--- src/rtl/core/vlas_pkg.sv ---
// ----------------------------------------------------------------------------
// vlas_pkg: shared types and constants
// Command, operation and mode codes, colors and the result record used by
// the light animation sequencer.
// ----------------------------------------------------------------------------
package vlas_pkg;

    localparam logic [8:0] MAX_PIXELS = 9'd256;

    // command codes (s_tuser)
    localparam logic [1:0] FUNC_TICK   = 2'd0;
    localparam logic [1:0] FUNC_START  = 2'd1;
    localparam logic [1:0] FUNC_STOP   = 2'd2;
    localparam logic [1:0] FUNC_STATIC = 2'd3;

    // frame operation codes (m_tuser)
    localparam logic [2:0] OP_SAVE    = 3'd0;
    localparam logic [2:0] OP_RESTORE = 3'd1;
    localparam logic [2:0] OP_PAINT   = 3'd2;
    localparam logic [2:0] OP_CLEAR   = 3'd3;
    localparam logic [2:0] OP_CHASE   = 3'd4;

    // active animation
    localparam logic [2:0] MODE_NONE        = 3'd0;
    localparam logic [2:0] MODE_BLINK_LEFT  = 3'd1;
    localparam logic [2:0] MODE_BLINK_RIGHT = 3'd2;
    localparam logic [2:0] MODE_BLINK_ALL   = 3'd3;
    localparam logic [2:0] MODE_POLICE      = 3'd4;

    // configuration register indexes
    localparam logic [1:0] REG_PIXEL_COUNT = 2'd0;
    localparam logic [1:0] REG_BLINK_IVL   = 2'd1;
    localparam logic [1:0] REG_POLICE_IVL  = 2'd2;

    localparam logic [23:0] COLOR_ORANGE = 24'hFF3200;
    localparam logic [23:0] COLOR_BLUE   = 24'h0000FF;
    localparam logic [23:0] COLOR_RED    = 24'hFF0000;

    localparam logic [1:0] FLASHES     = 2'd3;
    localparam logic [3:0] MAX_CYCLES  = 4'd10;
    localparam logic [9:0] CHASE_WIDTH = 10'd3;
    localparam logic [9:0] CHASE_GAP   = 10'd8;

    typedef struct packed {
        logic [8:0]  pixel_count;
        logic [15:0] blink_ivl;
        logic [15:0] police_ivl;
    } cfg_t;

    typedef struct packed {
        logic [2:0]  frame_op;
        logic [8:0]  seg_a_start;
        logic [8:0]  seg_a_end;
        logic [23:0] seg_a_color;
        logic [8:0]  seg_b_start;
        logic [8:0]  seg_b_end;
        logic [23:0] seg_b_color;
    } result_t;

endpackage

--- src/rtl/core/vehicle_light_animation_sequencer.sv ---
// ----------------------------------------------------------------------------
// vehicle_light_animation_sequencer: LED strip animation sequencer
// Steps blink and police animations on millisecond ticks and sends frame
// descriptors to a downstream pixel store.
// ----------------------------------------------------------------------------
//  channel   direction  carries
//  s_axis    in         command: tuser func, tdata anim_mode
//  m_axis    out        frame descriptor: tuser frame_op, tdata ranges/colors
//  cfg       in         register write: index, data
//
//  One command is taken per cycle while s_tready is high; its descriptor, if
//  any, is registered. A two-entry output buffer (result register plus skid
//  register) lets s_tready stay high while one descriptor waits.
//  Reset clears animation state and loads register defaults.
// ----------------------------------------------------------------------------
module vehicle_light_animation_sequencer (
    input  logic        aclk,
    input  logic        aresetn,
    input  logic        s_tvalid,
    output logic        s_tready,
    input  logic [7:0]  s_tdata,   // [1:0] anim_mode
    input  logic [1:0]  s_tuser,   // [1:0] func
    output logic        m_tvalid,
    input  logic        m_tready,
    output logic [87:0] m_tdata,   // seg_a_start, seg_a_end, seg_a_color,
                                   // seg_b_start, seg_b_end, seg_b_color
    output logic [2:0]  m_tuser,   // [2:0] frame_op
    input  logic        cfg_valid,
    output logic        cfg_ready,
    input  logic [1:0]  cfg_index,
    input  logic [15:0] cfg_wdata
);

    vlas_pkg::cfg_t    cfg_reg;
    vlas_pkg::result_t res;
    vlas_pkg::result_t out_reg;
    vlas_pkg::result_t skid_reg;
    logic              res_valid;
    logic              out_valid_reg;
    logic              skid_valid_reg;
    logic              in_accept;
    logic              push;
    logic              pop;

    assign cfg_ready = 1'b1;
    assign s_tready  = ~skid_valid_reg;
    assign in_accept = s_tvalid & s_tready;
    assign push      = in_accept & res_valid;
    assign pop       = out_valid_reg & m_tready;

    always_ff @(posedge aclk) begin
        if (!aresetn) begin
            cfg_reg.pixel_count <= 9'd64;
            cfg_reg.blink_ivl   <= 16'd500;
            cfg_reg.police_ivl  <= 16'd60;
        end else if (cfg_valid) begin
            case (cfg_index)
                vlas_pkg::REG_PIXEL_COUNT: cfg_reg.pixel_count <= cfg_wdata[8:0];
                vlas_pkg::REG_BLINK_IVL:   cfg_reg.blink_ivl   <= cfg_wdata;
                vlas_pkg::REG_POLICE_IVL:  cfg_reg.police_ivl  <= cfg_wdata;
                default: ;
            endcase
        end
    end

    vlas_core u_core (
        .aclk         (aclk),
        .aresetn      (aresetn),
        .in_accept    (in_accept),
        .in_func      (s_tuser),
        .in_anim_mode (s_tdata[1:0]),
        .cfg          (cfg_reg),
        .res_valid    (res_valid),
        .res          (res)
    );

    // output buffer: skid takes a result only while the output register is held
    always_ff @(posedge aclk) begin
        if (!aresetn) begin
            out_valid_reg  <= 1'b0;
            skid_valid_reg <= 1'b0;
        end else if (skid_valid_reg) begin
            if (pop) begin
                skid_valid_reg <= 1'b0;
            end
        end else if (push) begin
            if (!out_valid_reg || pop) begin
                out_valid_reg <= 1'b1;
            end else begin
                skid_valid_reg <= 1'b1;
            end
        end else if (pop) begin
            out_valid_reg <= 1'b0;
        end
    end

    always_ff @(posedge aclk) begin
        if (skid_valid_reg) begin
            if (pop) begin
                out_reg <= skid_reg;
            end
        end else if (push) begin
            if (!out_valid_reg || pop) begin
                out_reg <= res;
            end else begin
                skid_reg <= res;
            end
        end
    end

    assign m_tvalid = out_valid_reg;
    assign m_tuser  = out_reg.frame_op;
    assign m_tdata  = {4'b0, out_reg.seg_b_color, out_reg.seg_b_end, out_reg.seg_b_start,
                       out_reg.seg_a_color, out_reg.seg_a_end, out_reg.seg_a_start};

endmodule

--- src/rtl/core/vlas_core.sv ---
// ----------------------------------------------------------------------------
// vlas_core: animation state and step logic
// Holds the animation state, updates it on each accepted command and
// combinationally forms the frame descriptor that the command causes.
// ----------------------------------------------------------------------------
module vlas_core (
    input  logic              aclk,
    input  logic              aresetn,
    input  logic              in_accept,
    input  logic [1:0]        in_func,
    input  logic [1:0]        in_anim_mode,
    input  vlas_pkg::cfg_t    cfg,
    output logic              res_valid,
    output vlas_pkg::result_t res
);

    logic [2:0]  mode_reg,  mode_next;
    logic        phase_reg, phase_next;
    logic [15:0] ms_reg,    ms_next;
    logic [1:0]  fc_reg,    fc_next;
    logic [3:0]  fcc_reg,   fcc_next;
    logic        blue_reg,  blue_next;
    logic [8:0]  chase_reg, chase_next;

    logic [8:0]  n;
    logic [8:0]  quarter;
    logic [8:0]  half;
    logic [15:0] ms_inc;
    logic [15:0] interval;
    logic [9:0]  c_lo;
    logic [9:0]  c_hi;
    logic [1:0]  fc_inc;

    function automatic logic [8:0] clip(input logic [9:0] v, input logic [8:0] lim);
        logic [9:0] lim_w;
        lim_w = {1'b0, lim};
        clip = (v < lim_w) ? v[8:0] : lim;
    endfunction

    assign n       = (cfg.pixel_count > vlas_pkg::MAX_PIXELS) ? vlas_pkg::MAX_PIXELS
                                                               : cfg.pixel_count;
    assign quarter = n >> 2;
    assign half    = n >> 1;
    assign ms_inc  = (ms_reg == 16'hFFFF) ? ms_reg : ms_reg + 16'd1;
    assign interval = (mode_reg == vlas_pkg::MODE_POLICE) ? cfg.police_ivl : cfg.blink_ivl;
    assign c_lo    = {1'b0, chase_reg};
    assign c_hi    = c_lo + vlas_pkg::CHASE_WIDTH;
    assign fc_inc  = fc_reg + 2'd1;

    always_comb begin
        mode_next  = mode_reg;
        phase_next = phase_reg;
        ms_next    = ms_reg;
        fc_next    = fc_reg;
        fcc_next   = fcc_reg;
        blue_next  = blue_reg;
        chase_next = chase_reg;
        res_valid  = 1'b0;
        res        = '0;

        case (in_func)
            vlas_pkg::FUNC_START: begin
                res_valid    = 1'b1;
                res.frame_op = vlas_pkg::OP_SAVE;
                mode_next    = {1'b0, in_anim_mode} + 3'd1;
            end
            vlas_pkg::FUNC_STOP: begin
                res_valid    = 1'b1;
                res.frame_op = vlas_pkg::OP_RESTORE;
                mode_next    = vlas_pkg::MODE_NONE;
            end
            vlas_pkg::FUNC_STATIC: begin
                mode_next = vlas_pkg::MODE_NONE;
            end
            default: begin
                ms_next = ms_inc;
                if (mode_reg != vlas_pkg::MODE_NONE && ms_inc >= interval) begin
                    ms_next    = '0;
                    res_valid  = 1'b1;
                    phase_next = ~phase_reg;
                    if (mode_reg inside {vlas_pkg::MODE_BLINK_LEFT, vlas_pkg::MODE_BLINK_RIGHT,
                                         vlas_pkg::MODE_BLINK_ALL}) begin
                        if (phase_reg) begin
                            res.frame_op    = vlas_pkg::OP_PAINT;
                            res.seg_a_color = vlas_pkg::COLOR_ORANGE;
                            if (mode_reg == vlas_pkg::MODE_BLINK_LEFT) begin
                                res.seg_a_end = quarter;
                            end else if (mode_reg == vlas_pkg::MODE_BLINK_RIGHT) begin
                                res.seg_a_start = n - quarter;
                                res.seg_a_end   = n;
                            end else begin
                                res.seg_a_end = n;
                            end
                        end else begin
                            res.frame_op = vlas_pkg::OP_RESTORE;
                        end
                    end else if (fcc_reg < vlas_pkg::MAX_CYCLES) begin
                        if (phase_reg) begin
                            res.frame_op = vlas_pkg::OP_PAINT;
                            if (blue_reg) begin
                                res.seg_a_end   = half;
                                res.seg_a_color = vlas_pkg::COLOR_BLUE;
                            end else begin
                                res.seg_a_start = half;
                                res.seg_a_end   = n;
                                res.seg_a_color = vlas_pkg::COLOR_RED;
                            end
                        end else begin
                            res.frame_op = vlas_pkg::OP_CLEAR;
                            if (fc_inc >= vlas_pkg::FLASHES) begin
                                blue_next = ~blue_reg;
                                fc_next   = '0;
                                fcc_next  = fcc_reg + 4'd1;
                            end else begin
                                fc_next = fc_inc;
                            end
                        end
                    end else begin
                        // chase: blue leads, red trails by the gap
                        res.frame_op    = vlas_pkg::OP_CHASE;
                        res.seg_a_start = clip(c_lo, n);
                        res.seg_a_end   = clip(c_hi, n);
                        res.seg_a_color = vlas_pkg::COLOR_BLUE;
                        res.seg_b_start = clip((c_lo >= vlas_pkg::CHASE_GAP)
                                               ? c_lo - vlas_pkg::CHASE_GAP : 10'd0, n);
                        res.seg_b_end   = clip((c_hi >= vlas_pkg::CHASE_GAP)
                                               ? c_hi - vlas_pkg::CHASE_GAP : 10'd0, n);
                        res.seg_b_color = vlas_pkg::COLOR_RED;
                        if (c_hi >= ({1'b0, n} + vlas_pkg::CHASE_GAP)) begin
                            chase_next = '0;
                            fcc_next   = '0;
                        end else begin
                            chase_next = c_hi[8:0];
                        end
                    end
                end
            end
        endcase
    end

    always_ff @(posedge aclk) begin
        if (!aresetn) begin
            mode_reg  <= vlas_pkg::MODE_NONE;
            phase_reg <= 1'b0;
            ms_reg    <= '0;
            fc_reg    <= '0;
            fcc_reg   <= '0;
            blue_reg  <= 1'b1;
            chase_reg <= '0;
        end else if (in_accept) begin
            mode_reg  <= mode_next;
            phase_reg <= phase_next;
            ms_reg    <= ms_next;
            fc_reg    <= fc_next;
            fcc_reg   <= fcc_next;
            blue_reg  <= blue_next;
            chase_reg <= chase_next;
        end
    end

endmodule

--- config.mk ---
export PLATFORM = sky130hd
export DESIGN_NAME = vehicle_light_animation_sequencer
export DESIGN_NICKNAME = d
export VERILOG_FILES = /design/src/rtl/core/vlas_pkg.sv /design/src/rtl/core/vehicle_light_animation_sequencer.sv /design/src/rtl/core/vlas_core.sv
export SDC_FILE = /design/constraint.sdc
export NUM_CORES = 1
export LEC_CHECK = 0
export BUFFER_PORTS_ARGS = -buffer_cell sky130_fd_sc_hd__buf_4
export CORE_MARGIN = 3
export CORE_UTILIZATION = 55
export DETAILED_ROUTE_END_ITERATION = 7
export HOLD_SLACK_MARGIN = 0.12
export PLACE_DENSITY = 0.76
export SYNTH_ARGS = -nofsm -noshare
export SYNTH_HDL_FRONTEND = slang
export SYNTH_SLANG_ARGS = --single-unit
export TNS_END_PERCENT = 20
--- constraint.sdc ---
create_clock -name aclk -period 8.2 [get_ports aclk]
set_clock_uncertainty 0.2 [all_clocks]
set_input_delay 0.82 -clock aclk [delete_from_list [all_inputs] [get_ports aclk]]
set_output_delay 0.82 -clock aclk [all_outputs]
set_load 0.02 [all_outputs]
## Word-level counts from Yosys, hierarchy flattened

Index checks and enable logic that the tools add are counted.

| cells by class | value |
|---|---|
| bitwise logic cells | 10 |
| add/sub/neg operators | 9 |
| equal/unequal tests | 14 |
| mux-type cells | 46 |
| $lt $le $gt $ge | 11 |
| reduce and logical (&&, ||, !) cells | 28 |

Operator list:

| cell | number |
|---|---|
| $mux 87 | 5 |
| $mux 42 | 3 |
| $mux 45 | 2 |
| $mux 84 | 1 |
| $mux 9 | 9 |
| $mux 16 | 3 |
| $mux 41 | 1 |
| $mux 33 | 1 |
| $lt 10x9->1 | 3 |
| $mux 10 | 2 |
| $add 16x1->16 const B | 1 |
| $eq 16x16->1 const B | 1 |
| $ge 16x16->1 | 1 |
| $mux 4 | 4 |
| $reduce_and 7->1 | 2 |
| $pmux 3 s2 | 2 |
| $reduce_and 3->1 | 4 |
| $add 9x2->10 const B | 1 |
| $add 9x4->10 const B | 1 |
| $ge 10x10->1 | 1 |
| $ge 10x4->1 const B | 1 |
| $reduce_and 2->1 | 5 |
| $reduce_bool 2->1 | 5 |
| $sub 10x4->10 const B | 1 |
| other kinds (32) | 58 |

| storage, ports and cells | value |
|---|---|
| register bits after elaboration | 253 |
| bits of input ports | 33 |
| word-level logic and storage cells | 144 |

## Longest topological paths before layout

Gate-level depths: netlist of run 1.

| depth | value |
|---|---|
| depth after elaboration | 12 |
| depth in mapped cells | 19 |
| mapped depth without buffers | 18 |

## Cells and area by module

Synthesis of run 1 repeated with hierarchy kept, for this count alone.

| unflattened totals | value |
|---|---|
| cells, all modules | 1277 |
| area, all modules | 13959.6 sq um |

By module, submodules not included:

| module | cells each | area an instance (sq um) | times used |
|---|---|---|---|
| vehicle_light_animation_sequencer | 450 | 7890.1 | 1 |
| vlas_core | 827 | 6069.6 | 1 |

## Worst setup path before layout of run 1

OpenSTA, ideal clock, no wires.

| path | value |
|---|---|
| path type | register to register |
| start | reg u_core.mode_reg[1] |
| end | reg skid_reg[22] in the netlist's numbering (enable) |
| setup time | 0.496 ns |
| arrival | 6.031 ns |
| path buffers | 4 |
| path slack | 1.472 ns |
| cell stages (with the launch flop) | 15 |
| clock period less this slack | 6.728 ns |
| cells stage by stage | dfxtp_1 > clkbuf_1 > clkbuf_1 > nor3b_1 > clkbuf_1 > clkbuf_1 > mux2i_1 > ha_1 > nand2_1 > o21ai_0 > a41oi_1 > o21ai_0 > o31a_1 > a22oi_1 > nor3_1 |

| between the ends | value |
|---|---|
| cells in the longest elaborated chain, start to end | 8 |

RTL lines:

| item | RTL line | RTL |
|---|---|---|
| start, declared | vlas_core.sv:17 | `logic [2:0] mode_reg, mode_next;` |
| start signal, assigned | vlas_core.sv:143 | `mode_reg <= vlas_pkg::MODE_NONE;` |
| start signal, assigned | vlas_core.sv:151 | `mode_reg <= mode_next;` |
| $eq 3x3->1 | vlas_core.sv:45 | `assign interval = (mode_reg == vlas_pkg::MODE_POLICE) ? cfg.police_ivl : cfg.blink_ivl;` |
| $mux 16 | vlas_core.sv:45 |  |
| $ge 16x16->1 | vlas_core.sv:77 | `if (mode_reg != vlas_pkg::MODE_NONE && ms_inc >= interval) begin` |
| $logic_and 1x1->1 (*) | vlas_core.sv:77 |  |
| $mux 1 (*) | vlas_core.sv:77 |  |
| $pmux 1 s2 (*) | vlas_core.sv:61 | `case (in_func)` |
| $and 1x1->1 (*) | vehicle_light_animation_sequencer.sv:48 | `assign push = in_accept & res_valid;` |
| $reduce_and 3->1 (no line) (*) | n/a |  |
| end signal, assigned | vehicle_light_animation_sequencer.sv:106 | `skid_reg <= res;` |
| end, declared | vehicle_light_animation_sequencer.sv:37 | `vlas_pkg::result_t skid_reg;` |

Mark *: on every way between the ends. The rest lies on a longest branch, timed or not.
A chain may end at the register's enable or synchronous reset.

==> impl_metrics.env, run 1 <==
export IMPL_status="complete, no violations"
export IMPL_vdd_drop_max_mv=0.147
export IMPL_drv_slew=0
export IMPL_cts_sinks=165
export IMPL_p_switching_mw=0.499
export IMPL_start_util_pct=56.3
export IMPL_postRouteAntennaNets=0
export IMPL_required_ns=8.31
export IMPL_end_kind="flip-flop"
export IMPL_synthArstFlopShare_pct=0
export IMPL_viasPerCell=6.01
export IMPL_core_um2=18800
export IMPL_portBuffers=94
export IMPL_route_vias_total=8744
export IMPL_grt_pass1_vias=7884
export IMPL_grt_use_met2_pct=40.9
export IMPL_preCtsSetupSlack_ns=2.72
export IMPL_pwr_share_clk_pct=43.4
export IMPL_finalCritPeriodShare_pct=68.4
export IMPL_gp_routability_congestion=0.943
export IMPL_pwr_share_comb_pct=9.8
export IMPL_critPathArrivalTime_ns=5.72
export IMPL_internal_power_mw=1.43
export IMPL_antenna_cells=0
export IMPL_cts_buffers=17
export IMPL_grt_max_degree=91
export IMPL_grt_pass1_wl_um=40100
export IMPL_drt_iter0_drc=903
export IMPL_stdcell_area_um2=11800
export IMPL_period_minus_slack_ns=5.60
export IMPL_nFillCells=1586
export IMPL_setup_violations=0
export IMPL_wire_per_inst_um=17.7
export IMPL_cts_repair_resized=0
export IMPL_crit_fanout=31
export IMPL_grt_busiest_layer="met2"
export IMPL_synth_cells=1173
export IMPL_tightest_slew_ns=1.16
export IMPL_rsz0062_at_grt="no"
export IMPL_syn_area_per_cell_um2=9.01
export IMPL_power_mw=1.92
export IMPL_grtUsageMet1_pct=31.8
export IMPL_finalNonFillerCells=1456
export IMPL_num_rows=50
export IMPL_ys_flop_type="edfxtp_1"
export IMPL_drive_gt1_share_pct=13.6
export IMPL_cts_tree="done"
export IMPL_postCtsHoldBufs=0
export IMPL_die_area_um2=20900
export IMPL_htreeDepth=4
export IMPL_netlist_area_um2=10600
export IMPL_route_detailed_drc=0
export IMPL_yosys_warnings=0
export IMPL_area_growth_pct=11.4
export IMPL_leakagePower_nw=4.69
export IMPL_cp_start_kind="flip-flop"
export IMPL_grt_met3_usage_pct=4.10
export IMPL_post_dp_hpwl_um=18100
export IMPL_synth_enable_flop_cells=86
export IMPL_setup_ws_ns=2.60
export IMPL_largest_reg_flops=43
export IMPL_max_freq_mhz=178
export IMPL_placed_cells=1424
export IMPL_ios=127
export IMPL_power_density_nw_per_um2=163
export IMPL_yosysUniqueCellTypes=76
export IMPL_nNetsFinal=1318
export IMPL_slew_headroom_pct=22.3
export IMPL_drt_pass1_iterations=5
export IMPL_clockBufferDepth=2
export IMPL_track_usage_pct=24.3
export IMPL_post_dp_cell_area_um2=11200
export IMPL_grt_overflow=0
export IMPL_dieWidth_um=145
export IMPL_finalSetupTns_ns=0
export IMPL_ys_seq_area_share_pct=39.4
export IMPL_clk_pin_slew_ns=0.07
export IMPL_sw_frac_of_total_pct=25.9
export IMPL_antenna_found_initial=0
export IMPL_cap_violations=0
export IMPL_die_height_um=145
export IMPL_clk_latency_ns=0.44
export IMPL_wirelength_um=25700
export IMPL_hold_viol_final=0
export IMPL_post_cts_buffers=0
export IMPL_p_seq_share_pct=46.7
export IMPL_hold_path_class="reg2reg"
export IMPL_cts_root_buf="clkbuf_16"
export IMPL_ys_ff_latch=165
export IMPL_crit_type="reg2reg"
-- area by class of cell --
type	count	area, um^2	share of cell area, %
multi-input cells	879	5750	48.9
flip-flops and latches	165	4160	35.4
repair buffers	105	788	6.70
clock buffers	18	450	3.83
well taps	234	293	2.49
clock inverters	14	171	1.46
inverters	41	154	1.31
-- cell usage after synthesis, drive strengths merged, types with 3 or more instances --
library cell / count / share of area (%)
a21oi: 63 / 3.0
nor4: 3 / 0.18
a21o: 9 / 0.64
nand3b: 6 / 0.43
dfxtp: 79 / 15
nand2b: 7 / 0.41
o21a: 12 / 0.85
xnor2: 21 / 1.7
and3b: 5 / 0.41
a22oi: 9 / 0.64
o31ai: 14 / 0.99
nand2: 152 / 5.4
and3: 17 / 1.0
a211oi: 5 / 0.36
a21boi: 33 / 2.3
nand4: 5 / 0.30
nand3: 43 / 2.0
and4: 3 / 0.25
a22o: 5 / 0.41
clkbuf: 51 / 1.8
nand4b: 3 / 0.25
a32o: 4 / 0.38
or2: 3 / 0.18
mux2i: 54 / 5.1
o22ai: 4 / 0.24
or3: 7 / 0.41
ha: 75 / 8.9
nor2: 90 / 3.2
nor3: 16 / 0.80
buf: 62 / 4.1
mux2: 12 / 1.3
o21ai: 65 / 3.1
a32oi: 3 / 0.25
a222oi: 3 / 0.28
and2: 9 / 0.53
inv: 40 / 1.4
a31oi: 9 / 0.53
edfxtp: 86 / 24
nor2b: 31 / 1.8
o211ai: 7 / 0.63
xor2: 10 / 0.90
nor3b: 9 / 0.64
-- worst max-delay path: stages (launching register included) --
cell and delay (ns):
dfxtp_1 0.46, and4_1 0.29, nand4_1 0.18, or3_1 0.54, nor2b_1 0.27, and3_1 0.23, xor2_1 0.15, ha_1 0.29
nand2_1 0.07, nor2_1 0.10, o211ai_1 0.09, o21ai_0 0.48, o31a_1 0.63, nand2_1 0.75, nor3_1 0.51, mux2_2 0.22
-- layout by cell type (no fill, tap or decap), types with 6 or more instances in the layout --
cell type	count
ha_1	75
clkbuf_16	18
mux2_2	12
o31ai_1	14
inv_1	39
a21boi_0	32
nor2b_1	31
xor2_1	9
dfxtp_1	79
nand3_1	43
a31oi_1	9
o211ai_1	6
buf_4	105
nor3b_1	7
xnor2_1	21
a21oi_1	63
a21o_1	9
mux2i_1	54
a22oi_1	9
nor3_1	14
nand2_1	152
o21a_1	12
nor2_1	89
or3_1	7
o21ai_1	11
nand3b_1	6
and2_1	6
edfxtp_1	86
conb_1	27
nand2b_1	7
o21ai_0	54
and3_1	16
-- power by group through the flow --
| stage | combinational [mW] | sequential [mW] | clock, mW |
|---|---|---|---|
| 3_3_place_gp | 0.184 | 0.916 | 0 |
| 4_1_cts | 0.189 | 0.899 | 0.843 |
| 6_report | 0.189 | 0.899 | 0.836 |
| 2_1_floorplan | 0.128 | 0.929 | 0 |
| 5_1_grt | 0.206 | 0.901 | 0.880 |
| 3_5_place_dp | 0.188 | 0.918 | 0 |
-- stage by stage --
step	hold slack (ns)	utilization, %
after global routing	0.280	62.7
final	0.267	62.7
after floorplan	0.240	-
after global placement	0.248	59.4
after detailed placement	0.256	59.4
after CTS	0.269	62.7
-- worst paths after layout --
kind                                        from          end  slack (ns)  cells after the start
worst max-delay path            u_core.ms_reg[4]  m_tdata[17]        2.60                     15
worst min-delay path                 cfg_reg[19]  cfg_reg[19]        0.27                      2
worst max register to register  u_core.ms_reg[4]  m_tdata[17]        2.60                     15
worst min register to register       cfg_reg[19]  cfg_reg[19]        0.27                      2
-- per-layer routing --
layer / routed length (um) / part of all wire (%)
met1: 10700 / 41
met2: 12600 / 49
met3: 1810 / 7.0
met4: 649 / 2.5
met5: 0 / 0
-- cell families after synthesis --
logic type,share of synthesized area [%]
flip-flops,39.4
buffers and inverters,7.37
XOR/XNOR,2.64
AO/OA/AOI/OAI,16.0
multiplexers,6.39
adder cells (fa/ha/maj),9.07
other,0.0710
AND/OR/NAND/NOR,19.1
Power figures use the tool's default switching activity.
==> run 2: changes to the inputs <==
Settings changed: CORE_UTILIZATION 55 to 54, PLACE_DENSITY 0.76 to 0.78.
Clock period 8.2 ns to 4.5 ns, I/O delays scaled along.
==> run 2 against run 1 <==
  * Fmax increased by 31%
  * Count of clock-buffer cells in the layout increased by 2
  * Register-to-register slack got worse by 2.4 ns
  * Die area increased by 1.8%
  * Power increased by 78%
  * First-iteration DRC count decreased by 8.3%
  * Worst hold slack got worse by 0.10 ns
  * Final cell count increased by 5.7%
  * Global-route usage decreased by 0.25 points
  * Sequential power increased by 82%
  * Critical path type unchanged
  * Critical endpoint is now skid_reg[79]
  * Largest cell class unchanged
==> impl_metrics.env, run 2 (synthesized netlist as in run 1, its figures left out) <==
export IMPL_power_density_nw_per_um2=279
export IMPL_hold_end="u_core.mode_reg[0]"
export IMPL_grtUsageMet1_pct=30.7
export IMPL_max_freq_mhz=234
export IMPL_htreeDepth=4
export IMPL_nNetsFinal=1375
export IMPL_reg2reg_depth=14
export IMPL_clk_pin_slew_ns=0.08
export IMPL_r2r_end="skid_reg[79]"
export IMPL_wire_per_inst_um=17.2
export IMPL_cp_start_kind="flip-flop"
export IMPL_area_growth_pct=16.6
export IMPL_crit_fanout=21
export IMPL_power_mw=3.44
export IMPL_cts_root_buf="clkbuf_16"
export IMPL_core_um2=19000
export IMPL_wirelength_um=26500
export IMPL_hold_path_class="in2reg"
export IMPL_hold_viol_final=0
export IMPL_vdd_drop_max_mv=0.262
export IMPL_drt_pass1_iterations=6
export IMPL_required_ns=4.44
export IMPL_antenna_cells=0
export IMPL_critPathArrivalTime_ns=4.22
export IMPL_route_detailed_drc=0
export IMPL_finalSetupTns_ns=0
export IMPL_grt_overflow=0
export IMPL_die_height_um=146
export IMPL_finalNonFillerCells=1539
export IMPL_post_dp_hpwl_um=18400
export IMPL_start_util_pct=55.8
export IMPL_status="complete, no violations"
export IMPL_crit_type="reg2reg"
export IMPL_end_kind="flip-flop"
export IMPL_finalCritPeriodShare_pct=95.1
export IMPL_track_usage_pct=24.1
export IMPL_grt_max_degree=91
export IMPL_antenna_found_initial=0
export IMPL_post_cts_buffers=0
export IMPL_drive_gt1_share_pct=16.9
export IMPL_grt_busiest_layer="met2"
export IMPL_cts_buffers=17
export IMPL_regToRegSetupSlack_ns=0.22
export IMPL_postRouteAntennaNets=0
export IMPL_slew_headroom_pct=18.5
export IMPL_drt_iter0_drc=828
export IMPL_holdPathStages=4
export IMPL_nFillCells=1546
export IMPL_clockBufferDepth=2
export IMPL_clk_latency_ns=0.44
export IMPL_route_vias_total=9027
export IMPL_ios=127
export IMPL_cts_sinks=165
export IMPL_num_rows=50
export IMPL_portBuffers=94
export IMPL_viasPerCell=5.87
export IMPL_cap_violations=0
export IMPL_die_area_um2=21300
export IMPL_reg2reg_from="u_core.ms_reg[5]"
export IMPL_stdcell_area_um2=12300
export IMPL_period_minus_slack_ns=4.28
export IMPL_grt_pass1_wl_um=42100
export IMPL_gp_routability_congestion=0.988
export IMPL_setup_violations=0
export IMPL_post_dp_cell_area_um2=11500
export IMPL_placed_cells=1490
export IMPL_tightest_slew_ns=1.22
export IMPL_mostFrequentLayoutCells="nand2_1 (152), buf_4 (142), nor2_1 (88)"
export IMPL_drv_slew=0
export IMPL_largest_reg_flops=43
export IMPL_cts_tree="done"
export IMPL_final_common_cell="nand2_1"
export IMPL_grt_use_met2_pct=39.9
export IMPL_dieWidth_um=146
export IMPL_grt_pass1_vias=8335
export IMPL_worstHoldStart="s_tdata[0]"
export IMPL_final_util_pct=65.0
export IMPL_grt_met3_usage_pct=4.95
export IMPL_leakagePower_nw=4.97
run 2: cell types whose count changed in the layout (fill, tap and decap cells not counted), sizes merged:
cell and change:
inv +1, clkbuf +3, buf +40, dlygate4sd3 +16
bufinv -2, clkinvlp -1
run 2: layout make-up:
cell class,instances,area [um^2],area share [%]
flip-flops and latches,165,4170,33.8
clock buffers,20,468,3.80
clock inverters,12,103,0.832
multi-input cells,879,5800,47.1
well taps,260,325,2.64
repair buffers,162,1310,10.6
inverters,41,154,1.25
run 2: how the worst max path moves through the flow:
stage	slack, ns	to	depth (start not counted)	startpoint
after detailed placement	0.20	m_tdata[57]	18	u_core.chase_reg[0]
after floorplan	0.001	skid_reg[22]	15	u_core.ms_reg[4]
after global routing	-0.01	skid_reg[70]	15	u_core.ms_reg[5]
after global placement	0.28	m_tdata[54]	18	u_core.chase_reg[0]
after CTS	0.18	m_tdata[57]	18	u_core.chase_reg[0]
final	0.22	skid_reg[79]	14	u_core.ms_reg[5]
run 2: what timing repair did:
| item | CTS | global route |
|---|---|---|
| hold buffers | 16 | 0 |
| endpoints found under the setup margin | 0 | 118 |
| endpoints found under the hold margin | 40 | 0 |
| gates resized for setup | 0 | 6 |
run 2: per-layer routing:
layer	share of wire, %	wire length, um	up-vias
li1	-	-	4307
met1	41	10800	4233
met2	48	12900	412
met3	7.6	2020	75
met4	3.2	838	0
met5	0	0	-
run 2: power by group:
group	switching, mW	internal, mW	leakage (nW)	total (mW)
Clock	0.650	0.773	0.286	1.42
Combinational	0.227	0.149	3.30	0.376
Sequential	0.0203	1.62	1.38	1.64
run 2: stage by stage:
| step | hold WS (ns) | setup WS [ns] |
|---|---|---|
| 2_1_floorplan | 0.240 | 0.00104 |
| 3_5_place_dp | 0.256 | 0.204 |
| 6_report | 0.166 | 0.219 |
| 4_1_cts | 0.165 | 0.181 |
| 3_3_place_gp | 0.250 | 0.284 |
| 5_1_grt | 0.176 | -0.0104 |
run 2: critical path, stage by stage (launching register included):
cell and delay [ns]:
dfxtp_1 0.42, and4_4 0.28, nand4_1 0.18, or3_1 0.41, buf_4 0.19, mux2_2 0.29
ha_1 0.28, nand2_1 0.04, o21ai_1 0.12, a41oi_1 0.14, o21ai_2 0.27, o31a_1 0.33
a22oi_2 0.19, nor3_4 0.33, clkbuf_16 0.28
